[config.mk]
export PLATFORM = sky130hd
export DESIGN_NAME = integer_to_radix_digits_unit
export DESIGN_NICKNAME = d
export VERILOG_FILES = /design/src/itrd_pkg.sv /design/src/itrd_ram.sv /design/src/itrd_div.sv /design/src/integer_to_radix_digits_unit.sv
export SDC_FILE = /design/constraint.sdc
export NUM_CORES = 1
export LEC_CHECK = 0
export BUFFER_PORTS_ARGS = -buffer_cell sky130_fd_sc_hd__buf_2
export CAP_MARGIN = 20
export CELL_PAD_IN_SITES_DETAIL_PLACEMENT = 0
export CELL_PAD_IN_SITES_GLOBAL_PLACEMENT = 1
export CORE_UTILIZATION = 40
export DETAILED_ROUTE_END_ITERATION = 7
export GPL_TIMING_DRIVEN = 0
export PLACE_DENSITY = 0.75
export SLEW_MARGIN = 25
export SYNTH_ARGS = -nofsm -noshare
export SYNTH_HDL_FRONTEND = slang
export SYNTH_HIERARCHICAL = 1
export SYNTH_SLANG_ARGS = --single-unit
[constraint.sdc]
create_clock -name clk -period 3.53 [get_ports clk]
set_input_delay 0 -clock clk [delete_from_list [all_inputs] [get_ports clk]]
set_output_delay 0 -clock clk [all_outputs]
set_load 0.1 [all_outputs]
[src/itrd_pkg.sv]
// Shared constants, types and the digit-to-ASCII function of the radix digit converter.
package itrd_pkg;

	// Bits of the input value taken into the conversion
	localparam int VALUE_WIDTH = 32;
	// Input port width, fixed by the item format
	localparam int IN_W = 32;
	localparam int RADIX_W = 6;
	localparam int DIGIT_W = 6;
	localparam int CHAR_W = 7;
	localparam int CFG_W = 6;
	// Digit store depth equals the most digits a value can have (radix 2)
	localparam int STORE_DEPTH = VALUE_WIDTH;
	localparam int IDX_W = $clog2(STORE_DEPTH);
	localparam int STEP_W = $clog2(VALUE_WIDTH);

	localparam logic [RADIX_W-1:0] RADIX_RESET = RADIX_W'(10);
	localparam logic [RADIX_W-1:0] RADIX_MIN = RADIX_W'(2);
	localparam logic [RADIX_W-1:0] RADIX_MAX = RADIX_W'(36);

	// Configuration register indexes
	typedef enum logic [0:0] {
		REG_RADIX      = 1'b0,
		REG_UPPER_CASE = 1'b1
	} cfg_reg_t;

	// Sequencer states
	typedef enum logic [2:0] {
		ST_IDLE,
		ST_DIV,
		ST_READ,
		ST_LOAD,
		ST_HOLD
	} itrd_state_t;

	// Request to the shared divider
	typedef struct packed {
		logic                   start;
		logic [VALUE_WIDTH-1:0] dividend;
		logic [RADIX_W-1:0]     divisor;
	} div_req_t;

	// Result of the shared divider
	typedef struct packed {
		logic                   done;
		logic [VALUE_WIDTH-1:0] quotient;
		logic [DIGIT_W-1:0]     remainder;
	} div_rsp_t;

	// Map a digit to its ASCII code; letters above nine in either case
	function automatic logic [CHAR_W-1:0] digit_to_ascii(input logic [DIGIT_W-1:0] d,
			input logic upper);
		logic [DIGIT_W-1:0] dc;
		logic [CHAR_W-1:0]  res;
		dc = (d > DIGIT_W'(35)) ? DIGIT_W'(35) : d;
		if (dc < DIGIT_W'(10)) begin
			res = CHAR_W'(dc) + CHAR_W'(48);
		end else if (upper) begin
			res = CHAR_W'(dc) + CHAR_W'(55);
		end else begin
			res = CHAR_W'(dc) + CHAR_W'(87);
		end
		return res;
	endfunction

endpackage

[src/itrd_ram.sv]
// Generic single-write, single-read RAM with registered read data.
module itrd_ram #(
	parameter int WIDTH = 8,
	parameter int DEPTH = 32
) (
	input  logic                     clk,
	input  logic                     we,
	input  logic [$clog2(DEPTH)-1:0] waddr,
	input  logic [WIDTH-1:0]         wdata,
	input  logic [$clog2(DEPTH)-1:0] raddr,
	output logic [WIDTH-1:0]         rdata
);

	logic [WIDTH-1:0] mem [DEPTH];
	logic [WIDTH-1:0] rdata_q;

	// Write port
	always_ff @(posedge clk) begin
		if (we) begin
			mem[waddr] <= wdata;
		end
	end

	// Registered read port
	always_ff @(posedge clk) begin
		rdata_q <= mem[raddr];
	end

	assign rdata = rdata_q;

endmodule

[src/itrd_div.sv]
// Bit-serial restoring divider: one quotient bit per cycle, small remainder.
module itrd_div import itrd_pkg::*; (
	input  logic     clk,
	input  logic     arst_n,
	input  div_req_t req,
	output div_rsp_t rsp
);

	logic                   busy_q;
	logic                   done_q;
	logic [STEP_W-1:0]      step_q;
	logic [VALUE_WIDTH-1:0] dvd_q;
	logic [DIGIT_W-1:0]     rem_q;
	logic [RADIX_W-1:0]     dsr_q;

	logic [DIGIT_W:0]       trial;
	logic [DIGIT_W:0]       diff;
	logic                   ge;
	logic [DIGIT_W-1:0]     rem_next;

	// Trial subtract of the divisor from the shifted partial remainder
	always_comb begin
		trial = {rem_q, dvd_q[VALUE_WIDTH-1]};
		diff = trial - {1'b0, dsr_q};
		ge = (trial >= {1'b0, dsr_q});
		rem_next = ge ? diff[DIGIT_W-1:0] : trial[DIGIT_W-1:0];
	end

	// Control: busy over the steps, pulse done after the last one
	always_ff @(posedge clk or negedge arst_n) begin
		if (!arst_n) begin
			busy_q <= 1'b0;
			done_q <= 1'b0;
			step_q <= '0;
		end else if (req.start) begin
			busy_q <= 1'b1;
			done_q <= 1'b0;
			step_q <= STEP_W'(VALUE_WIDTH - 1);
		end else if (busy_q) begin
			step_q <= step_q - STEP_W'(1);
			if (step_q == '0) begin
				busy_q <= 1'b0;
				done_q <= 1'b1;
			end
		end else begin
			done_q <= 1'b0;
		end
	end

	// Datapath: shift quotient bits into the dividend register
	always_ff @(posedge clk) begin
		if (req.start) begin
			dvd_q <= req.dividend;
			rem_q <= '0;
			dsr_q <= req.divisor;
		end else if (busy_q) begin
			dvd_q <= {dvd_q[VALUE_WIDTH-2:0], ge};
			rem_q <= rem_next;
		end
	end

	assign rsp.done = done_q;
	assign rsp.quotient = dvd_q;
	assign rsp.remainder = rem_q;

endmodule

[src/integer_to_radix_digits_unit.sv]
// Top level: converts an unsigned value to ASCII digits in a configured radix.
//
// Input channel (in_valid / in_stall / value) takes one unsigned value per item.
// Output channel (out_valid / out_stall / character / last_digit) gives one
// ASCII digit per item, most significant first; last_digit marks the final one.
// A zero value gives the single character '0'.
// Configuration: cfg_write with cfg_index selects radix (index 0, reset 10,
// 0 and 1 act as 2, above 36 acts as 36) or upper_case (index 1, reset 0).
// Write configuration only while in_stall is low.
// Operation: the bit-serial divider finds the digits least significant first
// and writes them to a digit store. The store is then read back in reverse,
// passing through the read, load and hold states for each digit; the hold
// state waits while out_stall is high.
// in_stall is high from acceptance until the last digit has been taken.
// A stalled output holds its digit; the block waits without losing anything.
// Reset returns the sequencer to idle, clears the output valid and restores
// the configuration reset values; the digit store needs no clearing.
module integer_to_radix_digits_unit import itrd_pkg::*; (
	input  logic              clk,
	input  logic              arst_n,
	input  logic              in_valid,
	output logic              in_stall,
	input  logic [IN_W-1:0]   value,
	output logic              out_valid,
	input  logic              out_stall,
	output logic [CHAR_W-1:0] character,
	output logic              last_digit,
	input  logic              cfg_write,
	input  logic [0:0]        cfg_index,
	input  logic [CFG_W-1:0]  cfg_data
);

	itrd_state_t        state_q, state_d;
	logic [RADIX_W-1:0] radix_q;
	logic               upper_q;
	logic [RADIX_W-1:0] eff_radix;
	logic [IDX_W-1:0]   wr_idx_q;
	logic [IDX_W-1:0]   rd_idx_q;
	logic               out_valid_q;
	logic [CHAR_W-1:0]  char_q;
	logic               last_q;

	div_req_t           div_req;
	div_rsp_t           div_rsp;
	logic               ram_we;
	logic [DIGIT_W-1:0] ram_rdata;

	// Configuration registers
	always_ff @(posedge clk or negedge arst_n) begin
		if (!arst_n) begin
			radix_q <= RADIX_RESET;
			upper_q <= 1'b0;
		end else if (cfg_write) begin
			case (cfg_index)
				REG_RADIX: begin
					radix_q <= cfg_data[RADIX_W-1:0];
				end
				REG_UPPER_CASE: begin
					upper_q <= cfg_data[0];
				end
				default: begin
				end
			endcase
		end
	end

	// Clamp the radix into the legal range
	always_comb begin
		if (radix_q < RADIX_MIN) begin
			eff_radix = RADIX_MIN;
		end else if (radix_q > RADIX_MAX) begin
			eff_radix = RADIX_MAX;
		end else begin
			eff_radix = radix_q;
		end
	end

	// Sequencer: next state, divider requests, store writes
	always_comb begin
		state_d = state_q;
		in_stall = 1'b1;
		ram_we = 1'b0;
		div_req.start = 1'b0;
		div_req.dividend = div_rsp.quotient;
		div_req.divisor = eff_radix;
		case (state_q)
			ST_IDLE: begin
				in_stall = 1'b0;
				div_req.dividend = VALUE_WIDTH'(value);
				if (in_valid) begin
					div_req.start = 1'b1;
					state_d = ST_DIV;
				end
			end
			ST_DIV: begin
				if (div_rsp.done) begin
					ram_we = 1'b1;
					if (div_rsp.quotient != '0) begin
						div_req.start = 1'b1;
					end else begin
						state_d = ST_READ;
					end
				end
			end
			ST_READ: begin
				state_d = ST_LOAD;
			end
			ST_LOAD: begin
				state_d = ST_HOLD;
			end
			ST_HOLD: begin
				if (!out_stall) begin
					state_d = last_q ? ST_IDLE : ST_READ;
				end
			end
			default: begin
				state_d = ST_IDLE;
			end
		endcase
	end

	// State, store indexes and output valid
	always_ff @(posedge clk or negedge arst_n) begin
		if (!arst_n) begin
			state_q <= ST_IDLE;
			wr_idx_q <= '0;
			rd_idx_q <= '0;
			out_valid_q <= 1'b0;
		end else begin
			state_q <= state_d;
			if (state_q == ST_IDLE) begin
				wr_idx_q <= '0;
			end
			if (state_q == ST_DIV && div_rsp.done) begin
				wr_idx_q <= wr_idx_q + IDX_W'(1);
				rd_idx_q <= wr_idx_q;
			end
			if (state_q == ST_LOAD) begin
				out_valid_q <= 1'b1;
			end
			if (state_q == ST_HOLD && !out_stall) begin
				out_valid_q <= 1'b0;
				rd_idx_q <= rd_idx_q - IDX_W'(1);
			end
		end
	end

	// Output payload, loaded from the store read data
	always_ff @(posedge clk) begin
		if (state_q == ST_LOAD) begin
			char_q <= digit_to_ascii(ram_rdata, upper_q);
			last_q <= (rd_idx_q == '0);
		end
	end

	itrd_div u_div (
		.clk    (clk),
		.arst_n (arst_n),
		.req    (div_req),
		.rsp    (div_rsp)
	);

	itrd_ram #(
		.WIDTH (DIGIT_W),
		.DEPTH (STORE_DEPTH)
	) u_store (
		.clk   (clk),
		.we    (ram_we),
		.waddr (wr_idx_q),
		.wdata (div_rsp.remainder),
		.raddr (rd_idx_q),
		.rdata (ram_rdata)
	);

	assign out_valid = out_valid_q;
	assign character = char_q;
	assign last_digit = last_q;

	// No new item is taken while a digit is still pending
	a_no_accept_while_out: assert property (@(posedge clk) disable iff (!arst_n)
		(in_valid && !in_stall) |-> !out_valid)
		else $error("item accepted while a digit is pending");

	// Divider finishes only while the sequencer is dividing
	a_done_in_div: assert property (@(posedge clk) disable iff (!arst_n)
		div_rsp.done |-> (state_q == ST_DIV))
		else $error("divider done outside the divide phase");

	// A digit is offered only in the hold state
	a_valid_in_hold: assert property (@(posedge clk) disable iff (!arst_n)
		out_valid |-> (state_q == ST_HOLD))
		else $error("output valid outside the hold state");

	// Taking the final digit frees the input channel
	a_last_frees_input: assert property (@(posedge clk) disable iff (!arst_n)
		(out_valid && !out_stall && last_digit) |=> !in_stall)
		else $error("input still stalled after the final digit");

endmodule

==> impl_metrics.ini <==
[grt]
grt_pass1_wl_mm = 38.1
gr-total-overflow = 0
grt_util_all_layers_pct = 16.1
grt_max_degree = 37
grt_pass1_vias = 6838
antenna_found_initial = 0

[timing]
slew_viol_final = 0
holdWs_ns = 0.0317
period_minus_slack_ns = 3.21
worst_pin_slew_ns = 0.915
fmaxAchievable_mhz = 312
timing.final.crit_share_pct = 90.8
hold_viol = 0
finClkSkew_ns = 0.0353
rsz0062_at_grt = false
finalSetupViolations = 0
relSlewSlack_pct = 38.1

[floorplanning]
die_y_um = 176
ioPinCount = 54
coreArea_um2 = 29700
die_area_um2 = 30900
core.rowCount = 63
dieWidth_um = 176
start_util_pct = 40.7

[logic_synthesis]
synth_top_cell_by_area = edfxtp_1
synth_area_um2 = 12100
ys_warn_count = 6
synth_mux_area_share_pct = 15.9
syn-num-nets = 835
synthAdderAreaFrac_pct = 1.59
yosys-top-cells-area = edfxtp_1, mux4_2, dfrtp_1
ys.flop_type = edfxtp_1
synth_cell_types = 64
netlist_instances = 777
synthTopCellsByCount = edfxtp_1, nand2_1, mux4_2
synth_seq_area_share_pct = 66.9
synthArstFlopShare_pct = 10.1
syn_area_per_cell_um2 = 15.6
synth-seq-cells = 278
synthXorXnorAreaFrac_pct = 0.724
synth_top_family_by_area = multiplexers
yosysMostFrequentCell = edfxtp_1
synth_edf_count = 238
synth_top_area_share_pct = 59.1
synthSimpleGateAreaFrac_pct = 8.84
synth_compound_area_share_pct = 3.70

[pwr]
p_per_area_nw_per_um2 = 823
p_leak_nw = 5.03
irDropWorstVdd_mv = 0.494

[job]
drv_cap = 0

[route]
drt-initial-drc-count = 422
ant_nets = 0
via_per_inst = 5.19
drt_first_pass_iters = 5
wl_mm = 24.3
drc_errors = 0
routedWlPerCell_um = 18.4
dr_total_vias = 6833

[setup_path]
r2r_start = state_q[2]$_DFFE_PN0P_
arrival_ns = 3.39
crit_fanout = 32
worstPathRequired_ns = 3.72
cp-startpoint = state_q[2]$_DFFE_PN0P_
critical_path_class = flip-flop to flip-flop
worst_setup_path_start_kind = flip-flop
r2r-end = u_div/dvd_q[23]$_DFFE_PP_
endpoint_kind = flip-flop
r2r_cells = 7
rrSetupSlack_ns = 0.32

[clock_network]
cts_max_level = 1
numCtsBuffers = 28
cts.sinks = 278
cts_tree = done
clk_latency_ns = 0.57
cts.path.max_buffers = 3
cts-root-buf = clkbuf_16
cts.clk_slew.worst_paths_ns = 0.06

[min_path]
hp-start = cfg_index
whs_endpoint = radix_q[0]$_DFFE_PN0P_
hold_path_class = primary input to flip-flop
whs_path_depth = 4

[finish]
nNetsFinal = 963
area_delta_synth_final_pct = 17.4
final_layout_size_suffix_gt1_share_pct = 25.0
utilization_pct = 47.8
finalNonFillerCells = 1317
num_antenna_cells = 0

[placement]
port_buffers = 53
dp_hpwl_mm = 15.8
gp_congestion = 0.814
dp_cells = 1220

[run_status]
status = complete, no violations
## report_power, final
part	leakage, nW	total, W	internal (W)	switching [W]
registers	2.64	0.00511	0.00446	0.000651
clock network	0.422	0.00277	0.00156	0.00121
logic	1.97	0.00381	0.00176	0.00205
total	5.03	0.0117	0.00778	0.00391
## critical path, stage by stage (launching register included)
cell,delay [ns]
dfrtp_1,0.35
buf_2,0.18
nand4bb_1,0.26
buf_2,0.24
o21ai_2,0.40
clkbuf_1,0.44
clkbuf_1,0.42
or2_4,0.50
## how the worst max path moves through the flow
stage          cells past startpoint  slack, ns                         to
3_5_place_dp                       7      -0.42  u_div/dvd_q[18]$_DFFE_PP_
3_3_place_gp                       7      -0.41  u_div/dvd_q[18]$_DFFE_PP_
5_1_grt                            7       0.12  u_div/dvd_q[23]$_DFFE_PP_
6_report                           7       0.32  u_div/dvd_q[23]$_DFFE_PP_
4_1_cts                            7       0.04  u_div/dvd_q[10]$_DFFE_PP_
2_1_floorplan                      7       0.40   u_div/dvd_q[0]$_DFFE_PP_
## per-layer routing
layer | vias up | part of all wire [%] | GRT usage [%]
met1 | 3457 | 45 | 22.0
li1 | 3222 | - | -
met5 | - | 0 | 0
met3 | 33 | 3.9 | 2.51
met2 | 121 | 48 | 26.5
met4 | 0 | 2.3 | 4.67
## logic make-up after synthesis
logic type	count (synthesis)
AOI/OAI and AO/OA	68
xor gates and xnor gates	10
adders and majority gates	15
buffers and inverters	61
DFF	278
muxes	111
and+or+nand+nor	234
## cells in the final DEF (no fill, tap or decap), drive strengths merged, types with 13 or more instances in the layout
master and n:
clkbuf 65, nand2 114, mux4 60, mux2 46, o21ai 21, edfxtp 238, ha 13, dfrtp 26
buf 69, inv 22, nor2 58, a21oi 15, dlygate4sd3 45
## final cells by class
| cell class | count | area, um2 |
|---|---|---|
| clock buffers | 41 | 790 |
| multi-input cells | 438 | 3740 |
| plain buffers | 40 | 208 |
| repair buffers | 98 | 716 |
| well taps | 390 | 488 |
| clock inverters | 11 | 81.3 |
| inverters | 21 | 78.8 |
| fillers | 2524 | 15500 |
| flip-flops and latches | 278 | 8100 |
## sequential cells by signal (all words and copies together) (netlist names), 3 cells and up
register / count
u_store/rdata: 6
state_q: 3
character: 7
u_div/step_q: 5
u_div/dvd_q: 32
radix_q: 6
u_div/rem_q: 6
u_div/dsr_q: 6
u_store/mem: 192
wr_idx_q: 5
rd_idx_q: 5
## timing repair
item,in CTS,in global routing
buffers inserted,0,0
setup endpoints to repair,42,32
hold buffers,45,0
gates resized for setup,2,2
endpoints found under the hold margin,74,0
## stage by stage
stage / instance area [um2] / total power, W / TNS (ns) / setup slack (ns)
CTS: 14200 / 0.0118 / 0 / 0.0449
detailed placement: 12900 / 0.00897 / -13.55 / -0.419
finish: 14200 / 0.0117 / 0 / 0.323
floorplan: 12100 / 0.00788 / 0 / 0.405
global placement: 12900 / 0.00889 / -13.13 / -0.410
global route: 14200 / 0.0123 / 0 / 0.124
Power figures use the tool's default switching activity.
